$ cat src/rtl/psim_pkg.sv
// Shared types and constants for the point sharpness image metric.
`default_nettype none
package psim_pkg;

  localparam int PixelW = 16;
  localparam int AccW   = 56;
  localparam int CntW   = 25;
  localparam int MeanW  = 24;
  localparam int BandW  = 5;
  localparam int BandOutW = 4;
  localparam int CfgW   = 13;
  localparam int CfgIdxW = 2;
  localparam int SumW   = 29;
  localparam int DivW   = 32;
  localparam int DiagWeight = 23170;

  localparam logic [CfgIdxW-1:0] CFG_IDX_WIDTH  = 2'd0;
  localparam logic [CfgIdxW-1:0] CFG_IDX_HEIGHT = 2'd1;
  localparam logic [CfgIdxW-1:0] CFG_IDX_BANDS  = 2'd2;

  typedef struct packed {
    logic [AccW-1:0]  acc;
    logic [CntW-1:0]  cnt;
    logic [BandW-1:0] band;
    logic             group_end;
    logic [BandW-1:0] nb;
  } band_req_t;

  typedef enum logic [2:0] {
    FE_IDLE, FE_READ, FE_MUL, FE_ACC, FE_PUSH
  } front_state_e;

  typedef enum logic [2:0] {
    BE_IDLE, BE_DIV_BAND, BE_OUT_BAND, BE_DIV_ALL, BE_OUT_ALL
  } back_state_e;

endpackage
`default_nettype wire

$ cat src/rtl/psim_queue.sv
// Two-entry request queue between the pixel front end and the divide back end.
`default_nettype none
module psim_queue (
  input  wire logic                clk_i,
  input  wire logic                rst_ni,
  input  wire logic                push_valid_i,
  output logic                     push_ready_o,
  input  wire psim_pkg::band_req_t push_req_i,
  output logic                     pop_valid_o,
  input  wire logic                pop_ready_i,
  output psim_pkg::band_req_t      pop_req_o
);
  import psim_pkg::*;

  band_req_t  ent_q [2];
  logic       wptr_q, rptr_q;
  logic [1:0] fill_q;
  logic       do_push, do_pop;

  assign push_ready_o = (fill_q != 2'd2);
  assign pop_valid_o  = (fill_q != 2'd0);
  assign pop_req_o    = ent_q[rptr_q];
  assign do_push      = push_valid_i && push_ready_o;
  assign do_pop       = pop_valid_o && pop_ready_i;

  always_ff @(posedge clk_i) begin
    if (do_push) begin
      ent_q[wptr_q] <= push_req_i;
    end
  end

  always_ff @(posedge clk_i or negedge rst_ni) begin
    if (!rst_ni) begin
      wptr_q <= 1'b0;
      rptr_q <= 1'b0;
      fill_q <= 2'd0;
    end else begin
      if (do_push) wptr_q <= ~wptr_q;
      if (do_pop)  rptr_q <= ~rptr_q;
      if (do_push && !do_pop) fill_q <= fill_q + 2'd1;
      else if (do_pop && !do_push) fill_q <= fill_q - 2'd1;
    end
  end
endmodule
`default_nettype wire

$ cat config.mk
export PLATFORM = sky130hd
export DESIGN_NAME = psim_queue
export DESIGN_NICKNAME = d
export VERILOG_FILES = /design/src/rtl/psim_pkg.sv /design/src/rtl/psim_queue.sv
export SDC_FILE = /design/constraint.sdc
export NUM_CORES = 1
export LEC_CHECK = 0
export BUFFER_PORTS_ARGS = -buffer_cell sky130_fd_sc_hd__buf_2
export CAP_MARGIN = 20
export CELL_PAD_IN_SITES_DETAIL_PLACEMENT = 1
export CELL_PAD_IN_SITES_GLOBAL_PLACEMENT = 2
export CORE_ASPECT_RATIO = 0.6
export CORE_MARGIN = 10
export CORE_UTILIZATION = 42
export CTS_CLUSTER_DIAMETER = 60
export DETAILED_ROUTE_END_ITERATION = 16
export GPL_TIMING_DRIVEN = 0
export PLACE_DENSITY_LB_ADDON = 0.3
export SETUP_SLACK_MARGIN = 0.15
export SLEW_MARGIN = 30
export SYNTH_ARGS = -nofsm -noshare
export SYNTH_HDL_FRONTEND = slang
export SYNTH_SLANG_ARGS = --single-unit
$ cat constraint.sdc
create_clock -name clk_i -period 9 [get_ports clk_i]
set_clock_uncertainty 0.05 [all_clocks]
set_input_delay 1.8 -clock clk_i [delete_from_list [all_inputs] [get_ports clk_i]]
set_output_delay 1.8 -clock clk_i [all_outputs]
set_load 0.005 [all_outputs]
After elaboration in Yosys (flattened, before gate mapping). Memory sizes are Yosys's and may differ from the RTL's. Index checks and enable logic that the tools add are counted.

Register bits: 4. RAM bits: 184. Input port bits: 96. Output and inout port bits: 94. Word-level logic and storage cells: 21. Memories: 1.

Memory list: ent_q (depth 2, width 92, rd ports 1, clocked after Yosys merged registers in 0, write ports 1, RTL line psim_queue.sv:15) `band_req_t ent_q [2];`.

$add $sub $neg: 2. Equal/unequal tests: 1. Multiplexer cells: 4. Bitwise gates (word level): 2. Reduce and logical (&&, ||, !) cells: 8.

Operators by type and width (count): $logic_and A1 B1 Y1 (4); $mux W2 (2); $reduce_bool A2 Y1 (2); $add A2 B1 Y2 const B (1); $logic_not A1 Y1 (2); $mux W1 (2); $ne A2 B2 Y1 const B (1); $not A1 Y1 (2); $sub A2 B1 Y2 const B (1).

Logic depth before layout (Yosys ltp).
Depth after elaboration: 6. Depth in mapped cells: 7. Gate-level depth less buffers: 7.

Worst setup path before layout. Ideal clock, no wire load.

Path kind: input-to-reg. From: input push_valid_i. To: memory ent_q[0][0] (netlist bit), enable pin. Library setup time: 0.543 ns. Data arrival time: 5.721 ns. Data required time: 8.407 ns. Path slack: 2.685 ns. Stages on the path: 2. Path buffers: 0. Path through: nand2_1 nor2_1.

Longest elaborated chain between the ends: 3.

RTL lines: start, declared (RTL line psim_queue.sv:6) `input wire logic push_valid_i,`; $logic_and A1 B1 Y1 (RTL line psim_queue.sv:23) `assign do_push = push_valid_i && push_ready_o;`; $mux W1 (RTL line psim_queue.sv:27) `if (do_push) begin`; $mux W1 (implied by the code) (RTL line psim_queue.sv:28) `ent_q[wptr_q] <= push_req_i;`; end, declared (RTL line psim_queue.sv:15).

Every way passes these cells.

==> reports/results.ini <==
[final_layout]
layout-drive-gt1-share = 0.625
fin_nets = 616
areaGrowthSynthToFinish_pct = 28.1
multi_input_area_um2 = 1400
seq_area_um2 = 5630
num-fill-cells = 1493
layout.cells.non_filler = 760

[run]
cap_violations = 0

[yosys]
synth_cells = 304
synth.distinct_cells = 16
postSynthAreaPerCell_um2 = 23.4
synth_seq_cells = 188
syn_nets = 401
yosys_warnings = 0
syn_area_um2 = 7110
yosysSeqAreaShare = 0.791
synth_area_leaders = edfxtp_1 78%, mux2_4 15%, mux2_2 3.5%, dfrtp_1 1.4%, buf_6 1.1%
yosysTopAreaCell = edfxtp_1
synth_top_area_share = 0.777

[min_path]
hold_path.class = reg2reg

[detailed_routing]
vias = 3548
routed_wl_um = 15400
drc_errors = 0
first_pass_iters = 4
antenna_left = 0
viasPerCell = 4.67
drtIter0Drc = 212
wl_per_cell_um = 20.2

[setup_path]
r2r_cells = 5
path_cells = buf_4 > buf_6 > mux2_4 > buf_2
cp_num_buf_inv = 3
cp-startpoint = rptr_q
start_kind = register
cpLargestDelayFamily = buffers and inverters
r2r_slack_ps = 7150
cp.required_ps = 7150
worstReg2RegEnd = ent_q[0][84]
crit_path_max_incr_delay_ps = 370
cpMaxStageDelayCell = dfrtp_1
critPathCaptureType = output pin
cp_max_fo = 10
timing.rr.start = fill_q[0]
critPathKind = reg2out
cp_data_arrival_time_ps = 1730
path_depth = 4
cp-endpoint = pop_req_o[55]

[sta]
slew_headroom = 0.723
min_period_ps = 3580
tns_ps = 0
setup_ws_ps = 5420
worst_slew_pin_slew_ps = 415
fmax_mhz = 280
drv_slew = 0
fin_crit_sh = 0.397
grt_setup_unrepaired = false
setup_violations = 0
hold_viol = 0

[clock_network]
cts-root-buf = clkbuf_16
cts_max_path_buffers = 2
post-cts-setup-buffers = 0
ctsResizeCount = 0
htreeDepth = 4
clock_latency_ps = 420
clk_pin_slew_ps = 70
cts_tree = done
cts_buffers = 17
clkSinkCount = 188
hold_buffers = 0

[placement]
dp_hpwl_um = 11300
routabilityCongestion = 0.725
numPortBuffers = 189
dp_cells = 728
pre_cts_ws_ps = 5820

[grt]
grt_pass1_vias = 3996
track_usage = 0.135
overflow = 0
grt_max_degree = 46
antenna_found_initial = 5
grt_pass1_wl_um = 23400

[run_status]
outcome = completed

[power_and_ir_drop]
p_per_area_nw_per_um2 = 321
vdd_drop_max_mv = 0.152
leakage_nw = 3.60
power.total_w = 0.00293

[floorplan]
die_area_um2 = 22700
core_um2 = 16400
die_x_um = 188
io-pin-count = 190
rows = 36
die_y_um = 121
start_util = 0.433

## layout by cell type (no fill, tap or decap), drive strengths merged, types with 3 or more instances in the layout
master / n
buf: 206
edfxtp: 184
mux2: 92
clkbuf: 17
clkinvlp: 6
dfrtp: 4
inv: 4
clkinv: 4
xnor2: 3
## metal layers
metal | track usage | vias up | part of all wire
met5 | 0 | - | 0.0021
met4 | 0.0373 | 4 | 0.0066
met3 | 0.0758 | 18 | 0.10
met2 | 0.208 | 141 | 0.46
met1 | 0.159 | 1746 | 0.43
li1 | - | 1639 | -
## stage by stage
stage               cell area (um^2)   util  hold slack [ps]
global route                    9110  0.554              498
global placement                8350  0.508              425
finish                          9110  0.554              457
floorplan                       7110      -              406
detailed placement              8540  0.520              451
CTS                             9110  0.554              462
## cells by family (layout without fill, tap and decap cells)
group / after synthesis / in the layout / synth area share
muxes: 92 / 92 / 0.183
adders and majority gates: 1 / 1 / 0.00176
other: 0 / 1 / 0
buffers and inverters: 11 / 238 / 0.0141
and+or+nand+nor: 7 / 7 / 0.00475
xor gates and xnor gates: 5 / 5 / 0.00616
DFF: 188 / 188 / 0.791
## synthesized netlist by cell type
| library cell | number |
|---|---|
| nand2_1 | 2 |
| edfxtp_1 | 184 |
| xor2_1 | 2 |
| mux2_4 | 70 |
| nand2b_1 | 1 |
| xnor2_1 | 3 |
| mux2_2 | 22 |
| buf_4 | 1 |
| nor2_1 | 2 |
| buf_6 | 7 |
| buf_2 | 2 |
| ha_1 | 1 |
| dfrtp_1 | 4 |
| and3_1 | 1 |
| or2_2 | 1 |
| inv_1 | 1 |
## worst min-delay path by stage
stage	startpoint	endpoint	slack (ps)	cells after the start
CTS	fill_q[1]	fill_q[1]	460	1
finish	fill_q[1]	fill_q[1]	460	1
floorplan	fill_q[1]	fill_q[1]	410	1
global placement	wptr_q	wptr_q	420	1
global route	fill_q[1]	fill_q[1]	500	1
detailed placement	fill_q[1]	fill_q[1]	450	1
## report_power, final
part	internal [W]	switching (W)	leakage (nW)
combinational	0.000523	0.000443	1.59
sequential	0.00119	0.0000506	1.76
clock	0.000386	0.000330	0.261
total	0.00210	0.000823	3.60
## cell type report
class,count,area share
clock buffers,17,0.0467
diodes,1,0.000275
repair buffers,196,0.124
clock inverters,14,0.0158
flip-flops and latches,188,0.617
inverters,1,0.000412
well taps,228,0.0313
multi-input cells,105,0.154
plain buffers,10,0.0106
## state kept, by name, summed over array words and instances (netlist names)
register and flops:
wptr_q 1, rptr_q 1, fill_q 2, ent_q 184
Note: power is estimated with default switching activity, not from simulation.
