[config.mk]
export PLATFORM = sky130hd
export DESIGN_NAME = psim_back
export DESIGN_NICKNAME = d
export VERILOG_FILES = /design/src/rtl/psim_pkg.sv /design/src/rtl/psim_back.sv
export SDC_FILE = /design/constraint.sdc
export NUM_CORES = 1
export LEC_CHECK = 0
export BUFFER_PORTS_ARGS = -buffer_cell sky130_fd_sc_hd__buf_2
export CAP_MARGIN = 20
export CELL_PAD_IN_SITES_DETAIL_PLACEMENT = 0
export CELL_PAD_IN_SITES_GLOBAL_PLACEMENT = 1
export CORE_MARGIN = 2
export CORE_UTILIZATION = 41
export CTS_CLUSTER_SIZE = 30
export DETAILED_ROUTE_END_ITERATION = 8
export PLACE_DENSITY_LB_ADDON = 0.05
export SLEW_MARGIN = 20
export SYNTH_ARGS = -nofsm -noshare
export SYNTH_HDL_FRONTEND = slang
export SYNTH_SLANG_ARGS = --single-unit
export TNS_END_PERCENT = 1
[constraint.sdc]
create_clock -name clk_i -period 4.65 [get_ports clk_i]
set_clock_uncertainty 0.2 [all_clocks]
set_input_delay 0 -clock clk_i [delete_from_list [all_inputs] [get_ports clk_i]]
set_output_delay 0 -clock clk_i [all_outputs]
set_load 0.05 [all_outputs]
[src/rtl/psim_pkg.sv]
// Shared types and constants for the point sharpness image metric.
`default_nettype none
package psim_pkg;

  localparam int PixelW = 16;
  localparam int AccW   = 56;
  localparam int CntW   = 25;
  localparam int MeanW  = 24;
  localparam int BandW  = 5;
  localparam int BandOutW = 4;
  localparam int CfgW   = 13;
  localparam int CfgIdxW = 2;
  localparam int SumW   = 29;
  localparam int DivW   = 32;
  localparam int DiagWeight = 23170;

  localparam logic [CfgIdxW-1:0] CFG_IDX_WIDTH  = 2'd0;
  localparam logic [CfgIdxW-1:0] CFG_IDX_HEIGHT = 2'd1;
  localparam logic [CfgIdxW-1:0] CFG_IDX_BANDS  = 2'd2;

  typedef struct packed {
    logic [AccW-1:0]  acc;
    logic [CntW-1:0]  cnt;
    logic [BandW-1:0] band;
    logic             group_end;
    logic [BandW-1:0] nb;
  } band_req_t;

  typedef enum logic [2:0] {
    FE_IDLE, FE_READ, FE_MUL, FE_ACC, FE_PUSH
  } front_state_e;

  typedef enum logic [2:0] {
    BE_IDLE, BE_DIV_BAND, BE_OUT_BAND, BE_DIV_ALL, BE_OUT_ALL
  } back_state_e;

endpackage
`default_nettype wire

[src/rtl/psim_back.sv]
// Back end: shared restoring divider for band and overall means, result register.
`default_nettype none
module psim_back (
  input  wire logic                          clk_i,
  input  wire logic                          rst_ni,
  input  wire logic                          req_valid_i,
  output logic                               req_ready_o,
  input  wire psim_pkg::band_req_t           req_i,
  output logic                               res_valid_o,
  input  wire logic                          res_ready_i,
  output logic [psim_pkg::MeanW-1:0]         mean_o,
  output logic [psim_pkg::BandOutW-1:0]      band_o,
  output logic                               overall_o,
  output logic                               empty_o,
  output logic                               last_o
);
  import psim_pkg::*;

  back_state_e state_q, state_d;

  logic [AccW-1:0]  dsr_q;
  logic [DivW-1:0]  rem_q, div_q;
  logic [5:0]       step_q;
  logic             empty_q, group_q, any_empty_q;
  logic [BandW-1:0] nb_q;
  logic [SumW-1:0]  sum_q;

  logic [DivW:0]    trial;
  logic             ge, div_done;
  logic [DivW-1:0]  rem_n;
  logic [AccW-1:0]  quo_n;
  logic [MeanW-1:0] band_mean;
  logic             take, give;

  assign trial     = {rem_q, dsr_q[AccW-1]};
  assign ge        = trial >= {1'b0, div_q};
  assign rem_n     = ge ? DivW'(trial - {1'b0, div_q}) : trial[DivW-1:0];
  assign quo_n     = {dsr_q[AccW-2:0], ge};
  assign div_done  = (step_q == 6'(AccW - 1));
  assign band_mean = empty_q ? '0 : quo_n[MeanW-1:0];

  always_comb begin
    state_d = state_q;
    unique case (state_q)
      BE_IDLE:     if (req_valid_i) state_d = BE_DIV_BAND;
      BE_DIV_BAND: if (div_done) state_d = BE_OUT_BAND;
      BE_OUT_BAND: if (res_ready_i) state_d = group_q ? BE_DIV_ALL : BE_IDLE;
      BE_DIV_ALL:  if (div_done) state_d = BE_OUT_ALL;
      BE_OUT_ALL:  if (res_ready_i) state_d = BE_IDLE;
      default:     state_d = BE_IDLE;
    endcase
  end

  always_comb begin
    req_ready_o = (state_q == BE_IDLE);
    res_valid_o = (state_q == BE_OUT_BAND) || (state_q == BE_OUT_ALL);
    take        = req_ready_o && req_valid_i;
    give        = res_valid_o && res_ready_i;
  end

  always_ff @(posedge clk_i) begin
    if (take) begin
      band_o  <= req_i.band[BandOutW-1:0];
      empty_q <= (req_i.cnt == '0);
      group_q <= req_i.group_end;
      nb_q    <= req_i.nb;
    end
    if (state_q == BE_DIV_BAND && div_done) begin
      mean_o    <= band_mean;
      overall_o <= 1'b0;
      empty_o   <= empty_q;
      last_o    <= !group_q;
    end
    if (state_q == BE_DIV_ALL && div_done) begin
      mean_o    <= quo_n[MeanW-1:0];
      overall_o <= 1'b1;
      empty_o   <= any_empty_q;
      last_o    <= 1'b1;
    end
    if (take) begin
      dsr_q  <= req_i.acc;
      rem_q  <= '0;
      div_q  <= {req_i.cnt, 7'b0};
      step_q <= '0;
    end else if (state_q == BE_OUT_BAND && give) begin
      dsr_q  <= AccW'(sum_q);
      rem_q  <= '0;
      div_q  <= DivW'(nb_q);
      step_q <= '0;
    end else if (state_q == BE_DIV_BAND || state_q == BE_DIV_ALL) begin
      dsr_q  <= quo_n;
      rem_q  <= rem_n;
      step_q <= step_q + 6'd1;
    end
  end

  always_ff @(posedge clk_i or negedge rst_ni) begin
    if (!rst_ni) begin
      state_q     <= BE_IDLE;
      sum_q       <= '0;
      any_empty_q <= 1'b0;
    end else begin
      state_q <= state_d;
      if (state_q == BE_DIV_BAND && div_done) begin
        sum_q       <= sum_q + SumW'(band_mean);
        any_empty_q <= any_empty_q | empty_q;
      end
      if (state_q == BE_DIV_ALL && div_done) begin
        sum_q       <= '0;
        any_empty_q <= 1'b0;
      end
    end
  end
endmodule
`default_nettype wire

Yosys cells after proc, flatten, opt, wreduce, memory -nomap -nowiden
Cells that the tools add are included.
- register bits after elaboration: 195
- input port bits: 96
- output and inout port bits: 33
- $add $sub $neg: 3
- $lt $le $gt $ge: 1
- eq/ne operators: 10
- multiplexer cells: 22
- bitwise gates (word level): 1
- reduce and logical (&&, ||, !) cells: 15
- operators by type and width (kind ; count):
    2-to-1 mux 56 bit ; 3
    2-to-1 mux 32 bit ; 3
    2-to-1 mux 24 bit ; 3
    2-to-1 mux 29 bit ; 2
    >= comparator 33 x 32 -> 1 bit ; 1
    subtractor 32 bit ; 1
    adder 29 x 24 -> 29 bit ; 1
    zero test 25 bit ; 1
    2-to-1 mux 3 bit ; 5
    one-hot mux 3 bit (5 select lines) ; 1
    inequality test 2 bit (second input constant) ; 5
    adder 6 x 1 -> 6 bit (second input constant) ; 1
    equality test 3 x 2 -> 1 bit (second input constant) ; 2
    equality test 6 bit (second input constant) ; 1
    logical AND 1 bit ; 5
    AND reduction 5 bit ; 1
    2-to-1 mux 1 bit ; 4
    nonzero test 2 bit ; 2
    equality test 3 x 1 -> 1 bit (second input constant) ; 1
    equality test 3 bit (second input constant) ; 1
    zero test 3 bit ; 1
    nonzero test 3 bit ; 1
    logical OR 1 bit ; 2
    2-to-1 mux 2 bit ; 1
    other kinds (3) ; 3

Longest topological paths before layout
Gate-level depths: netlist of the first run.
- depth after elaboration: 6
- mapped depth: 23
- gate-level depth less buffers: 20

Least setup slack after synthesis of the first run
OpenSTA, ideal clock, no wires.
- path type: reg-to-reg
- from: reg div_q[14]
- to: reg sum_q[20]
- library setup time: 95 ps
- arrival time: 4567 ps
- slack: -213 ps
- cell stages (with the launch flop): 22
- buffers on the path: 3
- clock period less this slack: 4863 ps
- path through: edfxtp_1 > inv_1 > ha_1 > clkbuf_1 > a21o_1 > a21o_1 > a221oi_1 > nand2_1 > a41oi_2 > buf_4 > buf_2 > nor2_1 > ha_1 > fa_1 > a211oi_1 > o21bai_2 > o2111a_2 > a211oi_2 > o21ai_0 > a2111oi_2 > xor2_1 > o31ai_1
- longest elaborated chain between the ends: 5
- ends and longest elaborated chain (element ; RTL line ; text):
    start, declared ; psim_back.sv:22 ; logic [DivW-1:0] rem_q, div_q;
    start signal, assigned ; psim_back.sv:83 ; div_q <= {req_i.cnt, 7'b0};
    start signal, assigned ; psim_back.sv:88 ; div_q <= DivW'(nb_q);
    >= comparator 33 x 32 -> 1 bit ; psim_back.sv:36 ; assign ge = trial >= {1'b0, div_q};
    2-to-1 mux 24 bit ; psim_back.sv:40 ; assign band_mean = empty_q ? '0 : quo_n[MeanW-1:0];
    adder 29 x 24 -> 29 bit ; psim_back.sv:105 ; sum_q <= sum_q + SumW'(band_mean);
    2-to-1 mux 29 bit ; psim_back.sv:104 ; if (state_q == BE_DIV_BAND && div_done) begin
    2-to-1 mux 29 bit ; psim_back.sv:108 ; if (state_q == BE_DIV_ALL && div_done) begin
    end signal, assigned ; psim_back.sv:105 ;
    end, declared ; psim_back.sv:26 ; logic [SumW-1:0] sum_q;
No other way between the ends. The select of a mux whose other input is x is not followed.
A chain may end at the register's enable or synchronous reset.

Worst setup path in the final report of the first run
- from: reg div_q[18]
- to: reg sum_q[20]
The elaborated chain is that of the path after synthesis.

==> results of run 1 <==
==> final cells by class <==
| class | instances | area [um2] |
|---|---|---|
| inverter | 42 | 158 |
| clock buffer | 17 | 425 |
| clock inverter | 15 | 183 |
| multi-input combinational | 898 | 5840 |
| sequential | 195 | 5240 |
| timing repair buffer | 271 | 1960 |
| tap | 341 | 427 |
| fill | 2533 | 12600 |
==> metrics by stage <==
step | setup slack [ns] | hold WS [ns] | TNS [ns] | utilization
after floorplan | 0.0267 | -0.496 | 0 | -
after global placement | 0.0397 | -0.0284 | 0 | 0.459
after detailed placement | -0.0147 | -0.0261 | -0.0147 | 0.459
after CTS | 0.0201 | 0.0293 | 0 | 0.517
after global routing | -0.0838 | 0.0629 | -0.0838 | 0.530
final | 0.121 | -0.00807 | 0 | 0.530
==> layer usage <==
layer  GRT usage  part of all wire
met2       0.390              0.52
met1       0.269              0.45
met4      0.0524             0.013
met5           0                 0
met3      0.0268             0.017
==> kinds of logic (layout without fill, tap and decap cells) <==
family | Yosys count | count (layout) | share of synthesized area
and+or+nand+nor | 489 | 489 | 0.206
AOI/OAI and AO/OA | 291 | 291 | 0.171
DFF | 195 | 195 | 0.468
buffers and inverters | 108 | 345 | 0.0408
adders and majority gates | 57 | 57 | 0.0650
xor gates and xnor gates | 52 | 52 | 0.0407
muxes | 9 | 9 | 0.00805
==> cells in the mapped netlist, types with 11 or more instances <==
| cell type | count |
|---|---|
| nand2_1 | 201 |
| edfxtp_1 | 117 |
| nor2_1 | 97 |
| a21oi_1 | 75 |
| o21ai_0 | 69 |
| ha_1 | 55 |
| clkbuf_1 | 50 |
| dfxtp_1 | 45 |
| inv_1 | 41 |
| nand3_1 | 41 |
| a31oi_1 | 34 |
| and3_1 | 34 |
| dfrtp_1 | 33 |
| nor2b_1 | 31 |
| xnor2_1 | 29 |
| and2_1 | 25 |
| a21o_1 | 24 |
| xor2_1 | 23 |
| a22o_1 | 18 |
| nand4_1 | 11 |
==> critical path, cell delays in order (launching register included) <==
cell and delay, ns:
edfxtp_1 0.39, inv_2 0.07, ha_4 0.20, a21o_1 0.18, a21o_1 0.18, a21oi_2 0.15, o22ai_2 0.11, a22o_1 0.23
a41oi_4 0.22, nor2_2 0.07, ha_2 0.23, fa_2 0.42, a211oi_2 0.27, o21bai_2 0.09, o2111a_2 0.29, a211oi_4 0.30
o21ai_2 0.14, a2111oi_4 0.37, xor2_1 0.10, o31ai_1 0.24
==> power by group through the flow <==
stage	registers (mW)	clock network [mW]	logic, mW
floorplan	2.89	0	2.88
global placement	2.96	0	3.79
detailed placement	2.97	0	3.82
CTS	2.94	1.57	3.90
global route	3.04	1.63	4.65
finish	2.97	1.53	4.14
==> what timing repair did <==
item	in CTS	in global routing
endpoints found under the hold margin	128	0
pin swaps	0	26
gates resized for setup	2	54
setup endpoints to repair	2	10
hold buffers	94	0
setup buffers	0	5
==> final timing paths <==
kind                            slack [ns]  startpoint  cells after the start    endpoint
worst max-delay path                  0.12   div_q[18]                     19   sum_q[20]
worst min-delay path                -0.008      rst_ni                      2    sum_q[6]
worst max register to register        0.12   div_q[18]                     19   sum_q[20]
worst min register to register        0.25   overall_o                      2   overall_o
max in group asynchronous             3.70      rst_ni                      2  state_q[0]
min in group clk_i                    0.07    req_i[7]                      2   band_o[1]
==> state kept, by name, indices dropped and copies added, names as in the netlist, 3 cells and up <==
register  flops
dsr_q        56
rem_q        32
mean_o       24
state_q       3
div_q        30
sum_q        29
band_o        4
step_q        6
nb_q          5
==> impl_metrics.toml, run 1 <==
[die]
dieWidth_um = 169
rows = 60
io_pins = 129
die_y_um = 169
start_util = 0.417
die_area_um2 = 28600
core_um2 = 26900

[placed_design]
hpwl_um = 20200
place_congestion = 0.822
place_area_um2 = 12300
io_buffers = 127
placed_cells = 1649

[clock_network]
clockBufferDepth = 2
cts_tree = "built"
path_clk_slew_ns = 0.09
cts_sinks = 195
insertion_delay_ns = 0.44
cts_root_buf = "clkbuf_16"
numCtsBuffers = 17
ctsHtreeMaxLevel = 4

[finish]
drive_above_1_share = 0.193
area_delta_synth_final_pct = 27.2
final_cells = 1779
antenna_cells = 0
final_cell_mix = "196 x nand2_1, 127 x buf_2, 117 x edfxtp_1"
final_area_um2 = 14200
final_common_cell = "nand2_1"
nNetsFinal = 1578

[grt]
grt_max_degree = 88
grt_pass1_vias = 9452
grt_pass1_wl_um = 49000
grt_overflow = 0
antenna_found_initial = 0
grt_util_all_layers = 0.214

[detailed_routing]
routed_wl_um = 30800
drt-vias-per-instance = 5.36
drtIter0Drc = 498
route.vias.total = 9534
wl_per_cell_um = 17.3
drc_errors = 0
drt-pass1-iter-count = 4
ant_nets = 0

[critical_path]
worstSetupEndpointType = "flip-flop"
crit_required_ns = 4.80
path_max_fanout = 4
critPathArrivalTime_ns = 4.68
worstSetupPathType = "reg2reg"
cp-start-kind = "flip-flop"

[sta]
final_max_slew_viol_count = 0
period_needed_ns = 4.53
relSlewSlack = 0.362
hold_ws_ns = -0.00807
period_share = 0.974
timing.fmax_ghz = 0.221
grt_setup_unrepaired = "true"
finalSetupViolations = 0
hold_viol = 4
worst_pin_slew_ns = 0.957

[synth]
ys_ff_latch = 195
synth_area_per_cell_um2 = 9.32
async_flop_share = 0.169
yosysWarningCount = 0
syn-num-nets = 1354
netlist_area_um2 = 11200
yosysSeqAreaShare = 0.468
ys.flop_type = "edfxtp_1"
synthTopCellsByArea = "edfxtp_1 31%, dfxtp_1 8.0%, dfrtp_1 7.4%"
synth_top_area_cell = "edfxtp_1"
ys_types = 73
synth_edf_count = 117
synthCells = 1201
synth_top_area_share = 0.314

[pwr]
fin_total_pwr_mw = 8.64
pwr-share-clk = 0.178
power_frac_seq = 0.344
combPwrFrac = 0.479
switching_share = 0.399
cellPowerDensity_nw_per_um2 = 607
internal-power_mw = 5.19
peakVddDrop_v = 0.000328
p_sw_mw = 3.45
p_leak_nw = 6.20

[min_path]
hp-class = "in2async"

[outcome]
outcome = "complete, but fails checks"
failed_checks = "hold timing"

[run]
drv_cap = 0
(Power assumes the default switching activity.)
==> inputs of run 2 (changes only) <==
Settings changed: ABC_AREA set to 1, CORE_UTILIZATION 41 to 40.
==> run 2 against run 1 <==
Net effect: the flow now finishes without violations; register-to-register slack better by 0.57 ns; sequential power is 6% lower; highest routed layer unchanged; via count is 20% higher; critical path type unchanged; routed wire length is 20% higher; worst setup slack better by 0.57 ns; flip-flop and latch count stayed put; hold slack better by 0.063 ns; total power is 0.83% lower; count of clock-buffer cells in the layout stayed put; sequential share of layout area is 2.2 points lower.
==> impl_metrics.toml, run 2 <==
[finish]
final_common_cell = "nand2_1"
final_cell_mix = "520 x nand2_1, 268 x inv_1, 195 x nor2_1"
biggestRegsByFlops = "dsr_q (56), rem_q (32), div_q (30)"
area_delta_synth_final_pct = 20.7
nNetsFinal = 2075
nFillCells = 3196
antenna_cells = 0
top_register = "dsr_q"
drive_above_1_share = 0.115
largest_reg_flops = 56

[synth]
synthTopCellsByArea = "edfxtp_1 28%, nand2_1 16%, inv_1 8.0%"
netlist_area_um2 = 12500
yosysSeqAreaShare = 0.418
ys_types = 46
synth_edf_count = 117
ys.flop_type = "edfxtp_1"
synth_top_area_share = 0.280
syn-num-nets = 1867
ys_ff_latch = 195
yosysWarningCount = 0
async_flop_share = 0.169
synth_top_area_cell = "edfxtp_1"
synthTopCellsByCount = "520 x nand2_1, 268 x inv_1, 197 x nor2_1, 117 x edfxtp_1, 108 x nand3_1"
synth_most_common_cell = "nand2_1"
synthCells = 1714
synth_area_per_cell_um2 = 7.32

[die]
die_area_um2 = 32800
start_util = 0.408
core_um2 = 30700
rows = 64
die_y_um = 181
dieWidth_um = 181
io_pins = 129

[critical_path]
worst_path_largest_cell_delay_ns = 0.44
crit_top_cell = "nand2_1"
critPathArrivalTime_ns = 4.11
reg2reg_from = "div_q[19]"
reg2reg_setup_slack_ns = 0.69
crit_family = "simple AND/OR/NAND/NOR gates"
cp_slowest_cell = "fa_1"
crit_required_ns = 4.80
cp-start-kind = "flip-flop"
worstSetupEndpointType = "flip-flop"
path_max_fanout = 34
worst-path-buf-inv = 3
r2r_end = "sum_q[24]"
r2r_cells = 25
worstSetupPathType = "reg2reg"

[detailed_routing]
drc_errors = 0
route.vias.total = 11400
ant_nets = 0
routed_wl_um = 36900
drtIter0Drc = 525
drt-vias-per-instance = 4.91
wl_per_cell_um = 15.9
drt-pass1-iter-count = 5

[sta]
grt_setup_unrepaired = "false"
period_share = 0.852
hold_ws_ns = 0.0546
worst_pin_slew_ns = 0.997
relSlewSlack = 0.331
hold_viol = 0
final_max_slew_viol_count = 0
finalSetupViolations = 0
timing.setup.tns_ns = 0
timing.fmax_ghz = 0.252
period_needed_ns = 3.96

[clock_network]
cts_root_buf = "clkbuf_16"
cts_sinks = 195
ctsHtreeMaxLevel = 4
path_clk_slew_ns = 0.08
numCtsBuffers = 17
cts_resized = 0
insertion_delay_ns = 0.46
clockBufferDepth = 2
cts_tree = "built"

[placed_design]
io_buffers = 127
hpwl_um = 26700
place_congestion = 0.900

[grt]
grt_overflow = 0
grt_pass1_vias = 11600
antenna_found_initial = 0
grt_util_all_layers = 0.231
grt_max_degree = 88
grt_pass1_wl_um = 59900

[outcome]
outcome = "finished clean"

[min_path]
hold_path_end = "band_o[1]"
hp-class = "in2reg"
holdPathStages = 2
hp-start = "req_i[7]"

[pwr]
p_leak_nw = 7.61
peakVddDrop_v = 0.000378
cellPowerDensity_nw_per_um2 = 566

[run]
drv_cap = 0
==> run 2: cell types whose count changed after synthesis, sizes merged, moves of 22 or more <==
cell and delta:
nand2 +329, inv +241, nor2 +112, nand3 +73, and3 -33, clkbuf -32, nor2b -31, a21o -24
and2 -22
==> run 2: worst register-to-register path, stage by stage (launching register included) <==
cell      delay [ns]
edfxtp_1        0.37
inv_1           0.09
ha_1            0.30
nand2_1         0.16
inv_2           0.04
nand2_1         0.05
nand2_1         0.06
nand2_1         0.08
nand2_1         0.07
nand2_1         0.06
nand2_1         0.07
nor2_4          0.16
nand2_8         0.18
inv_1           0.16
nor2_1          0.05
ha_1            0.26
fa_1            0.44
nand2_1         0.12
nand2_1         0.06
o21a_1          0.17
nand2_1         0.08
nand2_1         0.10
nand2_1         0.09
nand3_1         0.19
a21oi_1         0.18
nor2_1          0.06
==> run 2: logic make-up after synthesis <==
| logic type | synth area share |
|---|---|
| buf+inv | 0.104 |
| simple gates | 0.314 |
| compound gates | 0.0924 |
| fa+ha+maj | 0.0580 |
| xor+xnor | 0.0140 |
| flops | 0.418 |
==> run 2: layout make-up <==
cell class                 count  area, um2  area share
clock inverter                15        191      0.0126
multi-input combinational   1191       6020       0.397
sequential                   195       5240       0.346
inverter                     282       1060      0.0699
tap                          396        495      0.0327
clock buffer                  17        425      0.0281
timing repair buffer         235       1710       0.113
==> run 2: where the power goes <==
part	internal [mW]	leakage [nW]	total (mW)	switching [mW]
registers	2.53	1.98	2.80	0.270
logic	1.52	5.33	4.20	2.68
clock network	0.739	0.298	1.56	0.825
==> run 2: metrics by stage <==
stage	instance area, um2	total power [mW]	std cells	worst slack (ns)	utilization
2_1_floorplan	12500	5.99	1714	1.27	-
3_3_place_gp	13500	6.97	2202	0.694	0.440
3_5_place_dp	13500	7.00	2202	0.653	0.440
4_1_cts	15100	8.68	2331	0.654	0.492
5_1_grt	15100	9.35	2331	0.229	0.492
6_report	15100	8.57	2331	0.689	0.492
==> run 2: routing by layer <==
layer	part of all wire	global-route usage
met4	0.025	0.0751
met2	0.53	0.442
met5	0	0
met3	0.023	0.0298
met1	0.42	0.265
==> run 2: worst max path at each step <==
stage / start / to / slack (ns) / cells after the start
CTS: div_q[19] / sum_q[24] / 0.65 / 25
floorplan: div_q[24] / sum_q[24] / 1.27 / 24
global placement: div_q[19] / sum_q[28] / 0.69 / 25
finish: div_q[19] / sum_q[24] / 0.69 / 25
global route: div_q[20] / sum_q[24] / 0.23 / 26
detailed placement: div_q[19] / sum_q[24] / 0.65 / 25
==> run 2: repair_timing <==
item                       in CTS  in global routing
hold endpoints to repair      128                  0
setup endpoints to repair       0                  0
hold buffers                   97                  0
buffers inserted                0                  0
==> inputs of run 3 (changes only) <==
Settings changed: CORE_MARGIN 2 to 4, SKIP_CTS_REPAIR_TIMING set to 1.
==> run 3 against run 2 <==
Net effect: the run now ends with hold timing left; critical path type unchanged; flip-flop and latch count is the same; hold slack worse by 0.084 ns; final cell count did not move; sequential share of layout area about the same; critical endpoint is now sum_q[12].
==> impl_metrics.toml, run 3 (synthesized netlist as in run 2, its figures left out) <==
[finish]
multi_input_area_um2 = 6020
nFillCells = 3192
largest_reg_flops = 56
regArea_um2 = 5240
final_cells = 2331
nNetsFinal = 2075
antenna_cells = 0
biggestRegsByFlops = "dsr_q (56), rem_q (32), div_q (30)"
drive_above_1_share = 0.115
final_cell_mix = "520 x nand2_1, 268 x inv_1, 195 x nor2_1"
final_common_cell = "nand2_1"
area_delta_synth_final_pct = 20.7
top_register = "dsr_q"
final_util = 0.493

[die]
io_pins = 129
start_util = 0.408
die_area_um2 = 34300
core_um2 = 30700
rows = 64
die_y_um = 185
dieWidth_um = 185

[sta]
worst_pin_slew_ns = 0.938
fin_ws_ns = 0.833
timing.setup.tns_ns = 0
hold_ws_ns = -0.0296
grt_setup_unrepaired = "false"
timing.fmax_ghz = 0.262
finalSetupViolations = 0
relSlewSlack = 0.375
final_max_slew_viol_count = 0
period_share = 0.821
hold_viol = 33
period_needed_ns = 3.82

[placed_design]
placed_cells = 2203
hpwl_um = 26600
place_congestion = 0.883
io_buffers = 127
place_ws_ns = 0.821

[grt]
grt_max_degree = 88
antenna_found_initial = 0
grt_pass1_vias = 11300
grt_util_all_layers = 0.216
grt_pass1_wl_um = 58400
grt_overflow = 0

[critical_path]
worst_path_largest_cell_delay_ns = 0.39
critPathArrivalTime_ns = 3.96
worstSetupPathType = "reg2reg"
cp-start-kind = "flip-flop"
cp_slowest_cell = "ha_1"
path_cells = "inv_1, ha_1, nand2_1, nor2_2, nand2_1, nor2_2, nand2_1, nor2_4, nor2_4, nand2_8, inv_1, nor2_1, ha_1, fa_1, nand2_1, nand2_1, o21a_1, nand2_1, nand2_1, inv_1, o21ai_0, nand2_1, nand2_1, o21ai_0"
crit_top_cell = "nand2_1"
crit_required_ns = 4.80
path_max_fanout = 5
worstSetupEndpointType = "flip-flop"

[outcome]
outcome = "complete, but fails checks"
failed_checks = "hold timing"

[clock_network]
insertion_delay_ns = 0.47
numCtsBuffers = 17
cts_root_buf = "clkbuf_16"
path_clk_slew_ns = 0.10
cts_sinks = 195
ctsHtreeMaxLevel = 4
clockBufferDepth = 2
cts_tree = "built"

[detailed_routing]
drt-pass1-iter-count = 5
drc_errors = 0
drtIter0Drc = 494
route.vias.total = 11400
routed_wl_um = 37200
drt-vias-per-instance = 4.90
ant_nets = 0
wl_per_cell_um = 16.0

[run]
drv_cap = 0

[min_path]
hp-class = "in2async"

[pwr]
cellPowerDensity_nw_per_um2 = 572
p_leak_nw = 7.61
fin_total_pwr_mw = 8.66
peakVddDrop_v = 0.000303
[run 3: layer usage]
metal / up-vias / GRT usage / share of wire
li1: 5920 / - / -
met1: 5327 / 0.252 / 0.42
met2: 130 / 0.415 / 0.54
met3: 38 / 0.0306 / 0.022
met4: 0 / 0.0517 / 0.017
met5: - / 0 / 0
[run 3: final cells by class]
class                           instances  area share
Timing Repair Buffer                  235       0.111
Clock inverter                         14      0.0131
Multi-Input combinational cell       1191       0.397
Inverter                              282      0.0699
Sequential cell                       195       0.346
Tap cell                              396      0.0327
Clock buffer                           18      0.0297
[run 3: power by group]
group,leakage [nW],internal (mW),switching [mW]
clock network,0.317,0.793,0.857
logic,5.31,1.52,2.69
registers,1.98,2.53,0.272
[run 3: critical path, delay by kind of cell (launching register included)]
kind            cells  cell delay [ns]
flops               1             0.33
simple gates       15             1.56
compound gates      3             0.55
buf+inv             3             0.17
fa+ha+maj           3             0.88
[run 3: path summary, 6_finish.rpt]
check	start	to	slack, ns	depth (start not counted)
hold / removal	rst_ni	sum_q[28]	-0.03	2
setup reg to reg	div_q[19]	sum_q[12]	0.83	24
setup / recovery	div_q[19]	sum_q[12]	0.83	24
min in group clk_i	req_i[9]	band_o[3]	0.04	2
hold reg to reg	overall_o	overall_o	0.26	2
max in group asynchronous	rst_ni	sum_q[3]	3.74	2
[run 3: through the flow]
step / hold slack [ns] / area, um2
finish: -0.0296 / 15100
global route: 0.0309 / 15100
CTS: -0.553 / 14200
detailed placement: -0.0446 / 13500
global placement: -0.0495 / 13500
floorplan: -0.496 / 12500
